$ cat config.mk
export PLATFORM = sky130hd
export DESIGN_NAME = ring_correction_send_scheduler_core
export DESIGN_NICKNAME = d
export VERILOG_FILES = /design/src/rtl/rsc_pkg.sv /design/src/rtl/rsc_table.sv /design/src/rtl/rsc_step.sv /design/src/rtl/ring_correction_send_scheduler_core.sv
export SDC_FILE = /design/constraint.sdc
export NUM_CORES = 2
export LEC_CHECK = 0
export ABC_CLOCK_PERIOD_IN_PS = 13800
export BUFFER_PORTS_ARGS = -buffer_cell sky130_fd_sc_hd__buf_4
export CAP_MARGIN = 20
export CORE_ASPECT_RATIO = 1.2
export CORE_MARGIN = 2
export CORE_UTILIZATION = 40
export DETAILED_ROUTE_END_ITERATION = 6
export GPL_TIMING_DRIVEN = 0
export SKIP_CTS_REPAIR_TIMING = 1
export SYNTH_ARGS = -nofsm -noshare
export SYNTH_HDL_FRONTEND = slang
export SYNTH_HIERARCHICAL = 1
export SYNTH_SLANG_ARGS = --single-unit
export TNS_END_PERCENT = 5
$ cat constraint.sdc
create_clock -name clk -period 13.8 [get_ports clk]
set_clock_uncertainty 0.1 [all_clocks]
set_input_delay 2.76 -clock clk [delete_from_list [all_inputs] [get_ports clk]]
set_output_delay 2.76 -clock clk [all_outputs]
set_load 0.01 [all_outputs]
$ cat src/rtl/rsc_pkg.sv
// ----------------------------------------------------------------------------
// rsc_pkg
// Shared types and constants of the ring correction send scheduler: the
// per-node table entry, the result of one scheduling try and register codes.
// ----------------------------------------------------------------------------
package rsc_pkg;

  localparam int NODE_W   = 6;
  localparam int DIST_W   = 7;
  localparam int CFG_IDX_W = 8;
  localparam int CFG_DATA_W = 7;

  // Register indexes of the configuration port
  localparam logic [CFG_IDX_W-1:0] REG_RING_NODES     = 8'd0;
  localparam logic [CFG_IDX_W-1:0] REG_WRAP_OVER_ROOT = 8'd1;

  // Reset values of the configuration registers
  localparam logic [DIST_W-1:0] RING_NODES_RESET = 7'd64;
  localparam logic              WRAP_RESET       = 1'b1;

  // Smallest usable ring
  localparam logic [DIST_W-1:0] RING_MIN = 7'd2;

  // Nearest-sender value meaning nobody heard yet
  localparam logic [DIST_W-1:0] NEAREST_NONE = 7'h7f;

  // Event kinds and directions
  localparam logic KIND_POST    = 1'b0;
  localparam logic KIND_RECV    = 1'b1;
  localparam logic TRAVEL_LEFT  = 1'b0;
  localparam logic TRAVEL_RIGHT = 1'b1;
  localparam logic SIDE_LEFT    = 1'b0;
  localparam logic SIDE_RIGHT   = 1'b1;

  // One table entry: offsets and nearest-sender distances of both sides
  typedef struct packed {
    logic [DIST_W-1:0] left_offset;
    logic [DIST_W-1:0] left_nearest;
    logic [DIST_W-1:0] right_offset;
    logic [DIST_W-1:0] right_nearest;
  } rsc_entry_t;

  localparam rsc_entry_t ENTRY_RESET = '{
    left_offset:   '0,
    left_nearest:  NEAREST_NONE,
    right_offset:  '0,
    right_nearest: NEAREST_NONE
  };

  // Outcome of one scheduling try on an entry
  typedef struct packed {
    logic              done;
    logic              send;
    logic              dir;
    logic [NODE_W-1:0] recv;
    logic              retry;
    rsc_entry_t        entry;
  } rsc_try_t;

endpackage

$ cat src/rtl/rsc_table.sv
// ----------------------------------------------------------------------------
// rsc_table
// Per-node state memory: one synchronous read port with registered data, one
// write port, and a valid bit per entry so that reset restores every entry.
// ----------------------------------------------------------------------------
module rsc_table #(
  parameter int DEPTH = 64,
  parameter int AW    = 6
) (
  input  logic               clk,
  input  logic               rst,
  input  logic               rd_en,
  input  logic [AW-1:0]      rd_addr,
  output rsc_pkg::rsc_entry_t rd_data,
  input  logic               wr_en,
  input  logic [AW-1:0]      wr_addr,
  input  rsc_pkg::rsc_entry_t wr_data
);

  rsc_pkg::rsc_entry_t mem [DEPTH];
  logic [DEPTH-1:0]    vld;
  rsc_pkg::rsc_entry_t rd_raw;
  logic                rd_vld;

  // Write port
  always_ff @(posedge clk) begin
    if (wr_en) begin
      mem[wr_addr] <= wr_data;
    end
  end

  // Read port, data registered
  always_ff @(posedge clk) begin
    if (rd_en) begin
      rd_raw <= mem[rd_addr];
    end
  end

  // Track written entries; reset drops them all at once
  always_ff @(posedge clk) begin
    if (rst) begin
      vld    <= '0;
      rd_vld <= 1'b0;
    end else begin
      if (rd_en) begin
        rd_vld <= vld[rd_addr];
      end
      if (wr_en) begin
        vld[wr_addr] <= 1'b1;
      end
    end
  end

  // An entry never written reads as its reset value
  assign rd_data = rd_vld ? rd_raw : rsc_pkg::ENTRY_RESET;

endmodule

$ cat src/rtl/rsc_step.sv
// ----------------------------------------------------------------------------
// rsc_step
// One scheduling try on a table entry: done test, direction choice, offset
// advance, receiver and root crossing; or the nearest-sender update of a
// received message.
// ----------------------------------------------------------------------------
module rsc_step (
  input  logic                          kind,
  input  logic [rsc_pkg::NODE_W-1:0]    node,
  input  logic [rsc_pkg::NODE_W-1:0]    sender,
  input  logic                          msg_travel,
  input  logic [rsc_pkg::DIST_W-1:0]    ring,
  input  logic                          wrap,
  input  rsc_pkg::rsc_entry_t           cur,
  output rsc_pkg::rsc_try_t             res
);

  logic                       in_ring;
  logic                       l_open;
  logic                       r_open;
  logic [7:0]                 ring8;
  logic [7:0]                 off_sum;
  logic                       fin;
  logic                       dir;
  logic [rsc_pkg::DIST_W-1:0] lo1;
  logic [rsc_pkg::DIST_W-1:0] ro1;
  logic [7:0]                 left_raw;
  logic [7:0]                 right_raw;
  logic [7:0]                 left_red;
  logic [7:0]                 right_red;
  logic [rsc_pkg::DIST_W-1:0] recv7;
  logic                       crosses;
  logic [7:0]                 gap_raw;
  logic [7:0]                 gap_red;
  logic [rsc_pkg::DIST_W-1:0] gap;

  assign ring8   = {1'b0, ring};
  assign in_ring = ({2'b0, node} < ring8) &&
                   ((kind == rsc_pkg::KIND_POST) || ({2'b0, sender} < ring8));

  // Done test and direction choice
  assign l_open  = cur.left_offset < cur.left_nearest;
  assign r_open  = cur.right_offset < cur.right_nearest;
  assign off_sum = {1'b0, cur.left_offset} + {1'b0, cur.right_offset};
  assign fin     = (!l_open && !r_open) || (off_sum >= ring8);
  assign dir     = (l_open && r_open) ?
                   ((cur.left_offset < cur.right_offset) ? rsc_pkg::SIDE_LEFT
                                                         : rsc_pkg::SIDE_RIGHT) :
                   (l_open ? rsc_pkg::SIDE_LEFT : rsc_pkg::SIDE_RIGHT);

  // Advance offsets and reduce the receiver modulo the ring
  assign lo1       = cur.left_offset + 7'd1;
  assign ro1       = cur.right_offset + 7'd1;
  assign left_raw  = {2'b0, node} + ring8 - {1'b0, lo1};
  assign right_raw = {2'b0, node} + {1'b0, ro1};
  assign left_red  = (left_raw >= ring8) ? left_raw - ring8 : left_raw;
  assign right_red = (right_raw >= ring8) ? right_raw - ring8 : right_raw;
  assign recv7     = (dir == rsc_pkg::SIDE_LEFT) ? left_red[6:0] : right_red[6:0];
  assign crosses   = !wrap &&
                     (((dir == rsc_pkg::SIDE_LEFT) && (recv7 == ring - 7'd1)) ||
                      ((dir == rsc_pkg::SIDE_RIGHT) && (recv7 == 7'd0)));

  // Distance to the sender of a received message
  assign gap_raw = (msg_travel == rsc_pkg::TRAVEL_RIGHT) ?
                   ({2'b0, node} + ring8 - {2'b0, sender}) :
                   ({2'b0, sender} + ring8 - {2'b0, node});
  assign gap_red = (gap_raw >= ring8) ? gap_raw - ring8 : gap_raw;
  assign gap     = gap_red[6:0];

  always_comb begin
    res       = '0;
    res.entry = cur;
    if (!in_ring) begin
      res.entry = cur;
    end else if (kind == rsc_pkg::KIND_RECV) begin
      // Keep the nearest sender on the side the message came from
      if (msg_travel == rsc_pkg::TRAVEL_RIGHT) begin
        if (gap < cur.left_nearest) begin
          res.entry.left_nearest = gap;
        end
      end else begin
        if (gap < cur.right_nearest) begin
          res.entry.right_nearest = gap;
        end
      end
    end else if (fin) begin
      res.done = 1'b1;
    end else begin
      if (dir == rsc_pkg::SIDE_LEFT) begin
        res.entry.left_offset = lo1;
        if (crosses) begin
          res.entry.left_nearest = 7'd1;
        end
      end else begin
        res.entry.right_offset = ro1;
        if (crosses) begin
          res.entry.right_nearest = 7'd1;
        end
      end
      res.retry = crosses;
      res.send  = !crosses;
      res.dir   = crosses ? 1'b0 : dir;
      res.recv  = crosses ? '0 : recv7[5:0];
    end
  end

endmodule

$ cat src/rtl/ring_correction_send_scheduler_core.sv
// ----------------------------------------------------------------------------
// ring_correction_send_scheduler_core
// Correction send scheduler for a ring: per-node table of sent offsets and
// nearest-sender distances, updated by post and receive events.
// ----------------------------------------------------------------------------
// Usage:
//   Events enter on the input channel (in_valid/in_ready) with kind, node,
//   sender and msg_travel. Every event gives exactly one result item on the
//   output channel (out_valid/out_ready): phase_done, send_valid, send_side
//   and receiver. A receive event answers with all fields zero.
//   The configuration channel (cfg_valid/cfg_ready, cfg_index, cfg_data) sets
//   the ring size (index 0) and the wrap-over-root switch (index 1); it is
//   always ready. It must be written only while no event is in flight; the
//   block itself does not enforce this. The event is taken, the table read is
//   registered in the load state, the scheduling step makes one try per cycle
//   with one more try for each turn back at node 0 (at most two), and the
//   write-back state presents the result. One event is handled at a time; the
//   next is taken the cycle after the result is registered.
//   Reset clears the table through per-entry valid bits at once, so events
//   are taken from the first cycle after reset. A stalled receiver holds the
//   result in the output register; one further event is taken and waits in
//   the write-back state until the output register frees.
// ----------------------------------------------------------------------------
module ring_correction_send_scheduler_core #(
  parameter int MAX_NODES = 64
) (
  input  logic                             clk,
  input  logic                             rst,
  // Configuration write channel
  input  logic                             cfg_valid,
  output logic                             cfg_ready,
  input  logic [rsc_pkg::CFG_IDX_W-1:0]    cfg_index,
  input  logic [rsc_pkg::CFG_DATA_W-1:0]   cfg_data,
  // Event channel
  input  logic                             in_valid,
  output logic                             in_ready,
  input  logic                             kind,
  input  logic [rsc_pkg::NODE_W-1:0]       node,
  input  logic [rsc_pkg::NODE_W-1:0]       sender,
  input  logic                             msg_travel,
  // Result channel
  output logic                             out_valid,
  input  logic                             out_ready,
  output logic                             phase_done,
  output logic                             send_valid,
  output logic                             send_side,
  output logic [rsc_pkg::NODE_W-1:0]       receiver
);

  localparam int NODE_SPAN = 1 << rsc_pkg::NODE_W;
  localparam int DEPTH     = (MAX_NODES < NODE_SPAN) ? MAX_NODES : NODE_SPAN;
  localparam int AW        = $clog2(DEPTH);

  typedef enum logic [1:0] {
    S_IDLE,
    S_LOAD,
    S_EXEC,
    S_WB
  } state_t;

  state_t                          state;
  logic [rsc_pkg::DIST_W-1:0]      ring_nodes;
  logic                            wrap_over_root;
  logic [rsc_pkg::DIST_W-1:0]      ring;
  logic                            item_kind;
  logic [rsc_pkg::NODE_W-1:0]      item_node;
  logic [rsc_pkg::NODE_W-1:0]      item_sender;
  logic                            item_travel;
  rsc_pkg::rsc_entry_t             work;
  logic [1:0]                      tries;
  logic                            res_done;
  logic                            res_send;
  logic                            res_dir;
  logic [rsc_pkg::NODE_W-1:0]      res_recv;
  logic                            in_take;
  logic                            out_free;
  logic                            tbl_we;
  rsc_pkg::rsc_entry_t             tbl_q;
  rsc_pkg::rsc_try_t               step;

  assign cfg_ready = 1'b1;
  assign in_ready  = (state == S_IDLE);
  assign in_take   = in_valid && in_ready;
  assign out_free  = !out_valid || out_ready;
  assign tbl_we    = (state == S_WB) && out_free;

  // Clamp the ring size into the usable range
  always_comb begin
    if (ring_nodes < rsc_pkg::RING_MIN) begin
      ring = rsc_pkg::RING_MIN;
    end else if (32'(ring_nodes) > 32'(MAX_NODES)) begin
      ring = 7'(MAX_NODES);
    end else begin
      ring = ring_nodes;
    end
  end

  // Configuration registers
  always_ff @(posedge clk) begin
    if (rst) begin
      ring_nodes     <= rsc_pkg::RING_NODES_RESET;
      wrap_over_root <= rsc_pkg::WRAP_RESET;
    end else if (cfg_valid && cfg_ready) begin
      case (cfg_index)
        rsc_pkg::REG_RING_NODES:     ring_nodes     <= cfg_data;
        rsc_pkg::REG_WRAP_OVER_ROOT: wrap_over_root <= cfg_data[0];
        default: ;
      endcase
    end
  end

  rsc_table #(
    .DEPTH (DEPTH),
    .AW    (AW)
  ) u_table (
    .clk     (clk),
    .rst     (rst),
    .rd_en   (in_take),
    .rd_addr (node[AW-1:0]),
    .rd_data (tbl_q),
    .wr_en   (tbl_we),
    .wr_addr (item_node[AW-1:0]),
    .wr_data (work)
  );

  rsc_step u_step (
    .kind       (item_kind),
    .node       (item_node),
    .sender     (item_sender),
    .msg_travel (item_travel),
    .ring       (ring),
    .wrap       (wrap_over_root),
    .cur        (work),
    .res        (step)
  );

  // Sequencer: take, load, try, write back and present the result
  always_ff @(posedge clk) begin
    if (rst) begin
      state     <= S_IDLE;
      out_valid <= 1'b0;
      tries     <= '0;
    end else begin
      if (out_valid && out_ready) begin
        out_valid <= 1'b0;
      end
      case (state)
        S_IDLE: begin
          if (in_take) begin
            item_kind   <= kind;
            item_node   <= node;
            item_sender <= sender;
            item_travel <= msg_travel;
            state       <= S_LOAD;
          end
        end
        S_LOAD: begin
          work  <= tbl_q;
          tries <= '0;
          state <= S_EXEC;
        end
        S_EXEC: begin
          work <= step.entry;
          if (step.retry && (tries != 2'd2)) begin
            // Turned back at node 0: try the other side
            tries <= tries + 2'd1;
          end else begin
            res_done <= step.done || step.retry;
            res_send <= step.send;
            res_dir  <= step.dir;
            res_recv <= step.recv;
            state    <= S_WB;
          end
        end
        S_WB: begin
          if (out_free) begin
            out_valid  <= 1'b1;
            phase_done <= res_done;
            send_valid <= res_send;
            send_side  <= res_dir;
            receiver   <= res_recv;
            state      <= S_IDLE;
          end
        end
        default: begin
          state <= S_IDLE;
        end
      endcase
    end
  end

endmodule
Yosys cells after proc, flatten, opt, wreduce, memory -nomap -nowiden
Memories as Yosys holds them, arrays and structs flattened. A register that Yosys moved wholly into a read port is not among the register bits. Index checks and enable logic that the tools add are counted.

Register bits: 138. Word-level logic and storage cells: 165. Memories kept: 1. RAM bits: 1792. Bits of input ports: 34. Output and inout port bits: 12.

Memories: u_table.mem (depth 64, bits a word 28, rd ports 1, clocked after Yosys merged registers in 1, wr ports 1, RTL line rsc_table.sv:20) `rsc_pkg::rsc_entry_t mem [DEPTH];`.

Bitwise operators: 6. Reductions and logical operators: 38. Mux-type cells: 44. Add/sub/neg operators: 14. Equal/unequal tests: 23. $lt $le $gt $ge: 16.

Operators with widths (number): $mux W7 (14); $or A64 B64 Y64 (1); $mux W28 (2); $pmux W28 S2 (1); $mux W37 (1); $lt A7 B7 Y1 (5); $ge A8 B7 Y1 (4); $mux W14 (2); $add A6 B7 Y8 (3); $sub A7 B7 Y7 (3); $mux W17 (1); $reduce_and A8 Y1 (2); $sub A8 B6 Y8 (2); $add A7 B1 Y7 const B (2); $lt A6 B7 Y1 (2); $lt A6 B7 Y1 const B (2); $ne A2 B2 Y1 const B (7); $mux W1 (12); $ne A3 B2 Y1 const B (4); $ne A3 B3 Y1 const B (4); $reduce_and A3 Y1 (4); $reduce_and A6 Y1 (2); $logic_and A1 B1 Y1 (11); $mux W10 (1); 29 further kinds (49).

Depth between registers and ports, before layout
Depth in word-level cells: 20. Gate-level depth with buffers: 36. Mapped depth without buffers: 35.

Modules after synthesis
Netlist, hierarchy kept.

By module, submodules not included: rsc_table (sequential area each 55953.7 um^2, cells each 2968, times used 1, area an instance 71651.2 um^2); rsc_step (sequential area each 0.0 um^2, cells each 712, times used 1, area an instance 5281.3 um^2); ring_correction_send_scheduler_core (sequential area each 2062.0 um^2, cells each 185, times used 1, area an instance 2937.8 um^2).

Least setup slack after synthesis
Ideal clock, no wire load.

Kind: register to register. Start point: register ring_nodes[5] (netlist name). End point: register work[0] (netlist name), data pin. Buffers on the path: 1. Path slack: 6.394 ns. Cell stages (with the launch flop): 34. Library setup time: 0.260 ns. Arrival time: 7.046 ns. Data required time: 13.440 ns. Clock period less this slack: 7.406 ns. Path through: dfxtp_1 nor3_1 a21oi_1 nor2_1 inv_1 ha_1 nand2b_1 a21oi_1 or3_1 nand2_1 ha_1 or3b_2 nand3_1 o21ai_0 ha_1 o21a_1 o31a_1 o31a_1 a311oi_1 o211ai_1 and2_1 buf_2 mux2_2 ha_1 nand4_1 nor2_1 nor4_1 o211ai_1 nor3_1 mux2i_1 o21ai_0 o31a_2 o22a_1 mux2_2.

RTL lines: start: declaration (RTL line ring_correction_send_scheduler_core.sv:62) `logic [rsc_pkg::DIST_W-1:0] ring_nodes;`; start signal: assignment (RTL line ring_correction_send_scheduler_core.sv:101) `ring_nodes <= rsc_pkg::RING_NODES_RESET;`; start signal: assignment (RTL line ring_correction_send_scheduler_core.sv:105) `rsc_pkg::REG_RING_NODES: ring_nodes <= cfg_data;`; end signal: assignment (RTL line ring_correction_send_scheduler_core.sv:158) `work <= tbl_q;`; end signal: assignment (RTL line ring_correction_send_scheduler_core.sv:163) `work <= step.entry;`; end: declaration (RTL line ring_correction_send_scheduler_core.sv:69) `rsc_pkg::rsc_entry_t work;`.

==> Implementation_results.wiki <==
{| class="wikitable"
! Metric !! Value
|-
| Detailed-route via count || 40729
|-
| DRC violations left || 0
|-
| Clock tree root buffer cell || sky130_fd_sc_hd__clkbuf_16
|-
| Sequential cell fraction of total power || 0.484
|-
| Final estimated routing congestion in global placement || 0.917
|-
| Mean post-synth cell area || 20.7 um2
|-
| Worst-case clock buffer depth || 3
|-
| Count of synthesis-stage warnings from yosys || 6
|-
| Syn nets || 4031
|-
| Max-slew headroom at the worst pin || 0.195
|-
| Synth area leaders || sky130_fd_sc_hd__edfxtp_1 (71%), sky130_fd_sc_hd__mux4_2 (17%), sky130_fd_sc_hd__dfxtp_1 (2.0%)
|-
| CTS sink cnt || 1958
|-
| Netlist area before placement || 79900 um2
|-
| First-pass GRT wire length || 305 mm
|-
| Uppermost layer routed || met5
|-
| Worst vdd ir || 102 uV
|-
| Setup slack after layout || 4.79 ns
|-
| Slowest cell on the critical path || sky130_fd_sc_hd__o21ai_0
|-
| CP required || 14.27 ns
|-
| Total internal power || 10700 uW
|-
| Hold Path Cell Cnt || 0
|-
| Startpoint of the worst register-to-register path || ring_nodes[5]
|-
| Power density relative to cell area || 155 nW/um2
|-
| Stage delay of the slowest cell on the critical path || 0.66 ns
|-
| Final Hold Fails || 0
|-
| Crit. End Element || flop
|-
| Net load switching power || 3760 uW
|-
| Max-Cap Viols || 0
|-
| Overflow left after global routing || 0
|-
| Antenna violations before repair || 15
|-
| Logic depth of the worst register-to-register path || 35
|-
| Switching part of the total || 0.260
|-
| Endpoint arrival time on the critical path || 9.48 ns
|-
| Critical Path Start || ring_nodes[5]
|-
| Run status || completed
|-
| Setup slack, reg-to-reg || 4.79 ns
|-
| Ports placed on the boundary || 46
|-
| Clock buffer count from CTS || 178
|-
| DRT Wirelength || 216 mm
|-
| Setup repair after global routing missed its margin || false
|-
| Synthesis-to-layout area growth || 16.9%
|-
| Clock-pin slew of the registers on the worst-case setup and hold paths || 0.06 ns
|-
| Clock share of power || 0.348
|-
| Ys flop type || sky130_fd_sc_hd__edfxtp_1
|-
| Core box area || 198000 um2
|-
| Initial cell density of the core || 0.403
|-
| Proportion of synthesized chip area in sequential cells || 0.726
|-
| Final count of negative-setup-slack endpoints || 0
|-
| Area occupied by multi-input gates || 21200 um2
|-
| Number of global-route vias before repair || 40370
|-
| Setup total negative slack || 0 ns
|-
| Post-detail-place hpwl || 150 mm
|-
| Count of unique library cells instantiated by Yosys || 84
|-
| Asr flop ratio synth || 0
|-
| Sum of met2 wire segment lengths after detailed routing || 107 mm
|-
| DIE AREA || 203000 um2
|-
| Number of inserted filler cells in the final layout || 16332
|-
| Number of core rows || 179
|-
| End of the worst hold path || receiver[1]
|-
| Kind of launch point of the worst setup path || flop
|-
| Source of the worst hold timing path || res_recv[1]
|-
| Leakage power figure || 0.0296 uW
|-
| H-tree Lvls || 4
|-
| Dominant cell type by area after synthesis || sky130_fd_sc_hd__edfxtp_1
|-
| DRC violation total after the first TritonRoute iteration || 5217
|-
| Via-per-instance ratio || 5.80
|-
| Layout cells sized above 1 || 0.287
|-
| Area fraction of the dominant cell type after synthesis || 0.707
|-
| Area taken by flip-flops and latches || 58000 um2
|-
| Met1 wire length || 83.8 mm
|-
| Slew at the pin closest to its max-slew limit || 1.17 ns
|-
| Port-buffer cells || 44
|-
| Number of nets in the layout || 4414
|-
| Worst setup timing slack at the placement stage || 4.15 ns
|-
| Final cycle utilization of the critical path || 0.653
|-
| Class of the most critical setup path || flop to flop
|-
| Worst-skew pair later-pin latency || 0.83 ns
|-
| Min Tclk post-route || 9.01 ns
|-
| Number of search-and-repair iterations in the first detailed-routing pass || 6
|-
| End of the worst register-to-register path || work[5]
|-
| Max-slew violation count || 0
|-
| Cell count after synthesis || 3865
|-
| Routed met3 length || 16.2 mm
|-
| CTS tree || yes
|-
| Number of nets with antenna violations after routing || 0
|-
| EDFF count, synth || 1880
|-
| Die Y || 494 um
|-
| Overall fraction of global-route tracks in use || 0.213
|-
| Share of total power in combinational logic || 0.168
|-
| Maximum clock rate || 111 MHz
|-
| CP Max Fanout || 10
|-
| Maximum number of pins on one net before global-route repair || 37
|-
| Tightest Hold Check Type || flop to flop
|-
| Die width || 412 um
|-
| Yosys reg bits || 1958
|-
| Routed len/inst || 30.8 um
|}
## layout by cell type (no fill, tap or decap), types with 62 or more instances in the layout
| cell type | n |
|---|---|
| sky130_fd_sc_hd__buf_4 | 73 |
| sky130_fd_sc_hd__inv_1 | 80 |
| sky130_fd_sc_hd__ha_1 | 118 |
| sky130_fd_sc_hd__clkbuf_1 | 131 |
| sky130_fd_sc_hd__mux4_2 | 586 |
| sky130_fd_sc_hd__nand2_1 | 62 |
| sky130_fd_sc_hd__buf_16 | 70 |
| sky130_fd_sc_hd__nor2_1 | 194 |
| sky130_fd_sc_hd__dfxtp_1 | 78 |
| sky130_fd_sc_hd__clkbuf_16 | 183 |
| sky130_fd_sc_hd__edfxtp_1 | 1880 |
## power groups by stage
stage          logic (uW)  clock network (uW)  registers, uW
5_1_grt              2620                5320           6990
2_1_floorplan        1330                   0           7190
3_5_place_dp         2400                   0           7110
3_3_place_gp         1830                   0           7440
6_report             2430                5020           6990
4_1_cts              2410                5110           6980
## critical path: cells and delay by family, from the launching register on
family	cells	cell delay [ns]
XOR/XNOR	2	0.53
AO/OA/AOI/OAI	13	3.37
multiplexers	2	0.67
flip-flops	1	0.35
adder cells (fa/ha/maj)	4	1.34
buffers and inverters	4	0.81
AND/OR/NAND/NOR	10	1.58
## state kept, by name, indices dropped and copies added, names as in the netlist, 2 cells and up
| register | count |
|---|---|
| u_table/mem | 1792 |
| u_table/vld | 64 |
| u_table/rd_raw | 28 |
| work | 28 |
| ring_nodes | 7 |
| item_node | 6 |
| item_sender | 6 |
| receiver | 6 |
| res_recv | 6 |
| state | 2 |
| tries | 2 |
## synth_stat cells (4+ instances only)
library cell / instances
sky130_fd_sc_hd__nor2_1: 254
sky130_fd_sc_hd__buf_2: 33
sky130_fd_sc_hd__nand3_1: 27
sky130_fd_sc_hd__buf_6: 5
sky130_fd_sc_hd__buf_1: 11
sky130_fd_sc_hd__edfxtp_1: 1880
sky130_fd_sc_hd__o31ai_1: 10
sky130_fd_sc_hd__o21a_1: 18
sky130_fd_sc_hd__nand4_1: 9
sky130_fd_sc_hd__xor2_1: 20
sky130_fd_sc_hd__ha_1: 118
sky130_fd_sc_hd__or2_2: 6
sky130_fd_sc_hd__inv_1: 80
sky130_fd_sc_hd__o211ai_1: 8
sky130_fd_sc_hd__mux2_2: 54
sky130_fd_sc_hd__nand3b_1: 5
sky130_fd_sc_hd__a21o_1: 15
sky130_fd_sc_hd__clkbuf_1: 96
sky130_fd_sc_hd__o21bai_1: 6
sky130_fd_sc_hd__o21ai_1: 10
sky130_fd_sc_hd__o21ba_2: 4
sky130_fd_sc_hd__nand2_1: 62
sky130_fd_sc_hd__fa_1: 14
sky130_fd_sc_hd__dfxtp_1: 78
sky130_fd_sc_hd__o21ai_0: 48
sky130_fd_sc_hd__buf_4: 28
sky130_fd_sc_hd__and3_1: 4
sky130_fd_sc_hd__mux2i_1: 31
sky130_fd_sc_hd__a211oi_1: 11
sky130_fd_sc_hd__or3_1: 8
sky130_fd_sc_hd__xnor2_1: 44
sky130_fd_sc_hd__a22oi_1: 8
sky130_fd_sc_hd__nor3_1: 33
sky130_fd_sc_hd__nand2b_1: 50
sky130_fd_sc_hd__o31a_1: 6
sky130_fd_sc_hd__a31oi_1: 9
sky130_fd_sc_hd__nor2b_1: 33
sky130_fd_sc_hd__a21oi_1: 49
sky130_fd_sc_hd__nor4_1: 4
sky130_fd_sc_hd__or4_1: 4
sky130_fd_sc_hd__and2_1: 19
sky130_fd_sc_hd__mux4_2: 586
sky130_fd_sc_hd__o22ai_1: 6
## metrics by stage
step                      power, uW  utilization  std cells  instance area (um2)  hold WS (ns)
after floorplan                8530            -       3865                79900         0.300
after global placement         9270        0.421       6533                83500         0.308
after detailed placement       9510        0.440       6686                87400         0.306
after CTS                     14500        0.470       7013                93200         0.318
after global routing          14900        0.470       7023                93300         0.316
final                         14400        0.470       7027                93300         0.313
## worst max-delay path by stage
| stage | to | cells past startpoint |
|---|---|---|
| 4_1_cts | work[5] | 34 |
| 3_5_place_dp | work[5] | 34 |
| 3_3_place_gp | work[5] | 34 |
| 5_1_grt | work[5] | 35 |
| 6_report | work[5] | 35 |
| 2_1_floorplan | work[0] | 33 |
## area by class of cell
cell class	count	share of cell area
Multi-Input combinational cell	1653	0.227
Tap cell	2624	0.0352
Timing Repair Buffer	203	0.0407
Clock inverter	104	0.0119
Buffer	173	0.00893
Antenna cell	8	0.000214
Clock buffer	223	0.0512
Inverter	81	0.00326
Sequential cell	1958	0.622
## metal layers
layer	vias to the layer above	track usage
li1	16738	-
met1	21820	0.281
met2	1810	0.352
met3	355	0.0362
met4	6	0.0867
met5	-	0
## cell families (layout without fill, tap and decap cells)
| logic type | count (synthesis) | count (layout) | synth area share |
|---|---|---|---|
| compound gates | 247 | 247 | 0.0209 |
| xor+xnor | 65 | 65 | 0.00722 |
| buf+inv | 254 | 784 | 0.0142 |
| flops | 1958 | 1958 | 0.726 |
| mux | 671 | 671 | 0.177 |
| other cells | 1 | 9 | 0.0000470 |
| simple gates | 537 | 537 | 0.0325 |
| fa+ha+maj | 132 | 132 | 0.0220 |
Note: power is estimated with default switching activity, not from simulation.
